===== src/design/wris_pkg.sv =====
// Shared types and constants of the weighted random index selector.
`timescale 1ns / 1ps

package wris_pkg;

  localparam int MAX_ENTRIES = 256;
  localparam int ADDR_W = $clog2(MAX_ENTRIES);
  localparam int CNT_W = ADDR_W + 1;
  localparam int FRAC_BITS = 16;
  localparam int CUM_W = 48;
  localparam int SUM_W = 40;   // sum of all clamped entries fits here
  localparam int DEN_W = FRAC_BITS + 1;
  localparam int RAW_W = 32;

  localparam logic [CUM_W-1:0] CUM_MAX = {CUM_W{1'b1}};
  localparam logic [CUM_W-1:0] ONE_FX = CUM_W'(1) << FRAC_BITS;
  localparam logic [CUM_W-1:0] NEAR_ONE_LSB = CUM_W'((64'd1 << FRAC_BITS) / 64'd1000000);

  typedef enum logic [3:0] {
    S_IDLE,
    S_SUM,
    S_SUM_LAST,
    S_DECIDE,
    S_DIV_Q,
    S_P2_RD,
    S_P2_DAT,
    S_P2_DIV,
    S_P2_ACC,
    S_SEL_LO,
    S_SEL_HI,
    S_SRCH_RD,
    S_SRCH_CMP,
    S_BACK_RD,
    S_BACK_CMP
  } wris_state_t;

  // Request and response of the shared divider
  typedef struct packed {
    logic             start;
    logic [SUM_W-1:0] dividend;
    logic [DEN_W-1:0] divisor;
  } wris_div_req_t;

  typedef struct packed {
    logic             busy;
    logic             done;
    logic [SUM_W-1:0] quo;
    logic [DEN_W-1:0] rem;
  } wris_div_rsp_t;

endpackage


===== src/design/wris_div.sv =====
// Shared restoring divider, one quotient bit per cycle.
`timescale 1ns / 1ps

module wris_div (
  input  logic                   clk,
  input  logic                   rst_n,
  input  wris_pkg::wris_div_req_t req,
  output wris_pkg::wris_div_rsp_t rsp
);

  localparam int CW = $clog2(wris_pkg::SUM_W);

  logic                          busy_r, busy_nxt;
  logic                          done_r, done_nxt;
  logic [CW-1:0]                 cnt_r, cnt_nxt;
  logic [wris_pkg::SUM_W-1:0]    quo_r, quo_nxt;
  logic [wris_pkg::DEN_W-1:0]    rem_r, rem_nxt;
  logic [wris_pkg::DEN_W-1:0]    dvs_r, dvs_nxt;
  logic [wris_pkg::DEN_W:0]      shifted;

  // One shift-compare-subtract step
  always_comb begin
    busy_nxt = busy_r;
    done_nxt = 1'b0;
    cnt_nxt  = cnt_r;
    quo_nxt  = quo_r;
    rem_nxt  = rem_r;
    dvs_nxt  = dvs_r;
    shifted  = {rem_r, quo_r[wris_pkg::SUM_W-1]};
    if (req.start) begin
      busy_nxt = 1'b1;
      cnt_nxt  = CW'(wris_pkg::SUM_W - 1);
      quo_nxt  = req.dividend;
      rem_nxt  = '0;
      dvs_nxt  = req.divisor;
    end else if (busy_r) begin
      if (shifted >= {1'b0, dvs_r}) begin
        rem_nxt = wris_pkg::DEN_W'(shifted - {1'b0, dvs_r});
        quo_nxt = {quo_r[wris_pkg::SUM_W-2:0], 1'b1};
      end else begin
        rem_nxt = shifted[wris_pkg::DEN_W-1:0];
        quo_nxt = {quo_r[wris_pkg::SUM_W-2:0], 1'b0};
      end
      cnt_nxt = cnt_r - CW'(1);
      if (cnt_r == '0) begin
        busy_nxt = 1'b0;
        done_nxt = 1'b1;
      end
    end
  end

  always_ff @(posedge clk) begin
    if (!rst_n) begin
      busy_r <= 1'b0;
      done_r <= 1'b0;
      cnt_r  <= '0;
    end else begin
      busy_r <= busy_nxt;
      done_r <= done_nxt;
      cnt_r  <= cnt_nxt;
    end
    quo_r <= quo_nxt;
    rem_r <= rem_nxt;
    dvs_r <= dvs_nxt;
  end

  assign rsp.busy = busy_r;
  assign rsp.done = done_r;
  assign rsp.quo  = quo_r;
  assign rsp.rem  = rem_r;

endmodule


===== config.mk =====
export PLATFORM = sky130hd
export DESIGN_NAME = wris_div
export DESIGN_NICKNAME = d
export VERILOG_FILES = /design/src/design/wris_pkg.sv /design/src/design/wris_div.sv
export SDC_FILE = /design/constraint.sdc
export NUM_CORES = 1
export LEC_CHECK = 0
export BUFFER_PORTS_ARGS = -buffer_cell sky130_fd_sc_hd__buf_4
export CAP_MARGIN = 15
export CORE_UTILIZATION = 47
export DETAILED_ROUTE_END_ITERATION = 8
export PLACE_DENSITY = 0.74
export SLEW_MARGIN = 5
export SYNTH_ARGS = -nofsm -noshare
export SYNTH_HDL_FRONTEND = slang
export SYNTH_SLANG_ARGS = --single-unit
export TNS_END_PERCENT = 30

===== constraint.sdc =====
create_clock -name clk -period 2.85 [get_ports clk]
set_input_delay 0.4275 -clock clk [delete_from_list [all_inputs] [get_ports clk]]
set_output_delay 0.4275 -clock clk [all_outputs]
set_load 0.05 [all_outputs]

==> flow_metrics.tcl <==
set metrics [dict create \
    cts_tree "yes" \
    grt_usage_pct 20.7 \
    hp-start "req[8]" \
    vias_per_cell 5.46 \
    drv_slew 0 \
    first_global_vias 3268 \
    cts_made_buffers 9 \
    r2r_start "dvs_r[6]" \
    place_area_mm2 0.00527 \
    syn_to_final_growth_pct 29.0 \
    drc 0 \
    holdPathEnd "dvs_r[8]" \
    multi_input_area_mm2 0.00189 \
    htree_levels 3 \
    synth_ff_type "edfxtp_1" \
    synthCells 360 \
    intPower_w 0.00221 \
    grt_max_degree 72 \
    synth.most_common_cell "edfxtp_1" \
    timing.reg2reg.setup_slack_ns 0.22 \
    syn_nets 440 \
    synthArstFlopShare_pct 0 \
    crit_required_ns 3.12 \
    final_nets 561 \
    skew_ns 0.0135 \
    startpoint "dvs_r[6]" \
    globalplace.congestion 0.845 \
    wire_per_inst_um 16.4 \
    dieHeight_um 97.2 \
    period_share_pct 92.3 \
    layout_min_cycle_time_ns 2.63 \
    rr_worst_depth 8 \
    drive_gt1_share_pct 40.1 \
    ys_ff_latch 82 \
    power_w 0.00341 \
    outcome "finished, final reports clean" \
    start_util_pct 48.6 \
    yosys-top-cells-area "edfxtp_1 40%, dfxtp_1 12%, mux2_2 11%" \
    instances_no_fill 594 \
    syn_area_per_cell_um2 11.8 \
    num_antenna_cells 0 \
    cts_max_path_buffers 2 \
    yosysTopAreaCellShare_pct 40.2 \
    finalSetupViolCount 0 \
    leakagePower_nw 2.32 \
    ys_types 54 \
    r2r-end "rem_r[9]" \
    ir_drop_mv 0.353 \
    place.detailed.instances 575 \
    clk_latency_ns 0.35 \
    yosys_warnings 0 \
    core_area_mm2 0.00876 \
    critPathMaxFanout 5 \
    drt-initial-drc-count 70 \
    rsz0062_at_grt "false" \
    clock.fmax_mhz 380 \
    clk_pin_slew_ns 0.09 \
    swShare_pct 35.1 \
    synth.cell_area_mm2 0.00426 \
    power.density_mw_per_mm2 621 \
    relSlewSlack_pct 58.5 \
    io_buffers 118 \
    final_cell_area_mm2 0.00550 \
    rows 34 \
    cts.sinks 82 \
    worst_slew_pin_slew_ns 0.619 \
    worstPathArrival_ns 2.90 \
    synth_edf_count 57 \
    yosysSeqAreaShare_pct 51.9 \
    routed-via-count 3246 \
    drt_first_pass_iters 4 \
    hold_viol 0 \
    fp.dieArea_mm2 0.00945 \
    dp_hpwl_um 7030 \
    grt-ovfl-total 0 \
    io_pins 119 \
    switchingPower_w 0.00120 \
    seq_area_mm2 0.00221 \
    hold_path_depth 1 \
    wl_um 9740 \
    seqPwrFrac_pct 43.6 \
    grt_pass1_wl_um 15600 \
    fillers 711 \
    synth_common_cells "57 x edfxtp_1, 40 x mux2_2, 25 x dfxtp_1, 25 x inv_1, 25 x nor2_1" \
    synth_largest_area_cell "edfxtp_1" \
    p_clk_share_pct 23.5 \
    antenna_found_initial 0 \
    die_width_um 97.2 \
    worst_setup_path_end_kind "register" \
    detail-route-antenna-nets 0 \
    holdCritPathClass "input port to register" \
    clockRootBuffer "clkbuf_8" \
    cp-start-kind "register" \
    drv_cap 0 \
    combPwrFrac_pct 32.9 \
    path_class "register to register" \
]
through the flow:
step           utilization, %  hold WS, ns  setup WS [ns]  setup TNS, ns
6_report                 62.7        0.248          0.218              0
5_1_grt                  62.7        0.229        0.00702              0
4_1_cts                  62.3        0.232         0.0722              0
3_5_place_dp             60.2        0.521         0.0861              0
3_3_place_gp             60.2        0.520          0.209              0
2_1_floorplan               -        0.507        -0.0430        -0.0430
routing by layer:
| metal | routed length (um) | share of wire [%] | track usage, % |
|---|---|---|---|
| met3 | 573 | 5.9 | 5.76 |
| met5 | 0 | 0 | 0 |
| met1 | 4120 | 42 | 25.8 |
| met4 | 131 | 1.3 | 6.33 |
| met2 | 4920 | 50 | 34.9 |
state kept, by name (all words and copies together) (netlist names):
name	cells
quo_r	40
dvs_r	17
rem_r	17
cnt_r	6
busy_r	1
done_r	1
layout by cell type (no fill, tap or decap), types with 4 or more instances in the layout:
| cell type | synthesis | final |
|---|---|---|
| buf_4 | 2 | 125 |
| edfxtp_1 | 57 | 57 |
| mux2_2 | 40 | 40 |
| inv_1 | 25 | 25 |
| nor2_1 | 25 | 25 |
| dfxtp_1 | 25 | 25 |
| ha_1 | 19 | 19 |
| nand2_1 | 18 | 18 |
| a211oi_1 | 15 | 14 |
| a21oi_1 | 13 | 12 |
| xnor2_1 | 12 | 12 |
| clkbuf_8 | 0 | 11 |
| mux2i_1 | 9 | 9 |
| o21ai_0 | 7 | 7 |
| nand3_1 | 5 | 5 |
| a21boi_0 | 5 | 5 |
| and2_1 | 4 | 4 |
| nor3_1 | 4 | 4 |
final cells by class:
type                            count  area share (%)
Clock buffer                       11            2.75
Inverter                           25            1.71
Sequential cell                    82            40.2
Timing Repair Buffer              127            17.8
Clock inverter                      5           0.660
Tap cell                          108            2.46
Multi-Input combinational cell    236            34.4
worst max-delay path, stage by stage (launching register included):
cell and delay [ns]:
edfxtp_1 0.37, inv_1 0.07, ha_1 0.25, a21oi_1 0.40, a21oi_1 0.23, o21a_1 0.20
or4b_2 0.62, a31o_1 0.19, a311oi_1 0.23
how the worst max path moves through the flow:
stage | endpoint | cells past startpoint | slack (ns)
final | rem_r[9] | 8 | 0.22
after global routing | rem_r[3] | 11 | 0.007
after floorplan | quo_r[0] | 10 | -0.04
after CTS | rem_r[3] | 11 | 0.07
after global placement | rem_r[8] | 11 | 0.21
after detailed placement | rem_r[3] | 11 | 0.09
logic make-up (layout without fill, tap and decap cells):
logic type | Yosys count | after routing | share of synthesized area, %
AO/OA/AOI/OAI | 75 | 75 | 13.0
XOR/XNOR | 15 | 15 | 3.08
adder cells (fa/ha/maj) | 20 | 20 | 6.05
buffers and inverters | 42 | 168 | 4.37
flip-flops | 82 | 82 | 51.9
multiplexers | 49 | 49 | 12.7
AND/OR/NAND/NOR | 77 | 77 | 8.87
power groups by stage:
stage / Clock, W / Sequential [W] / Combinational, W
floorplan: 0 / 0.00180 / 0.000486
global placement: 0 / 0.00151 / 0.00108
detailed placement: 0 / 0.00151 / 0.00110
CTS: 0.000823 / 0.00149 / 0.00111
global route: 0.000862 / 0.00150 / 0.00120
finish: 0.000802 / 0.00149 / 0.00112
what timing repair did:
action | in CTS | in global routing
hold buffers | 0 | 0
resized for setup | 0 | 2
buffers inserted | 0 | 3
hold endpoints to repair | 0 | 0
setup endpoints to repair | 0 | 15
Power figures use the tool's default switching activity.
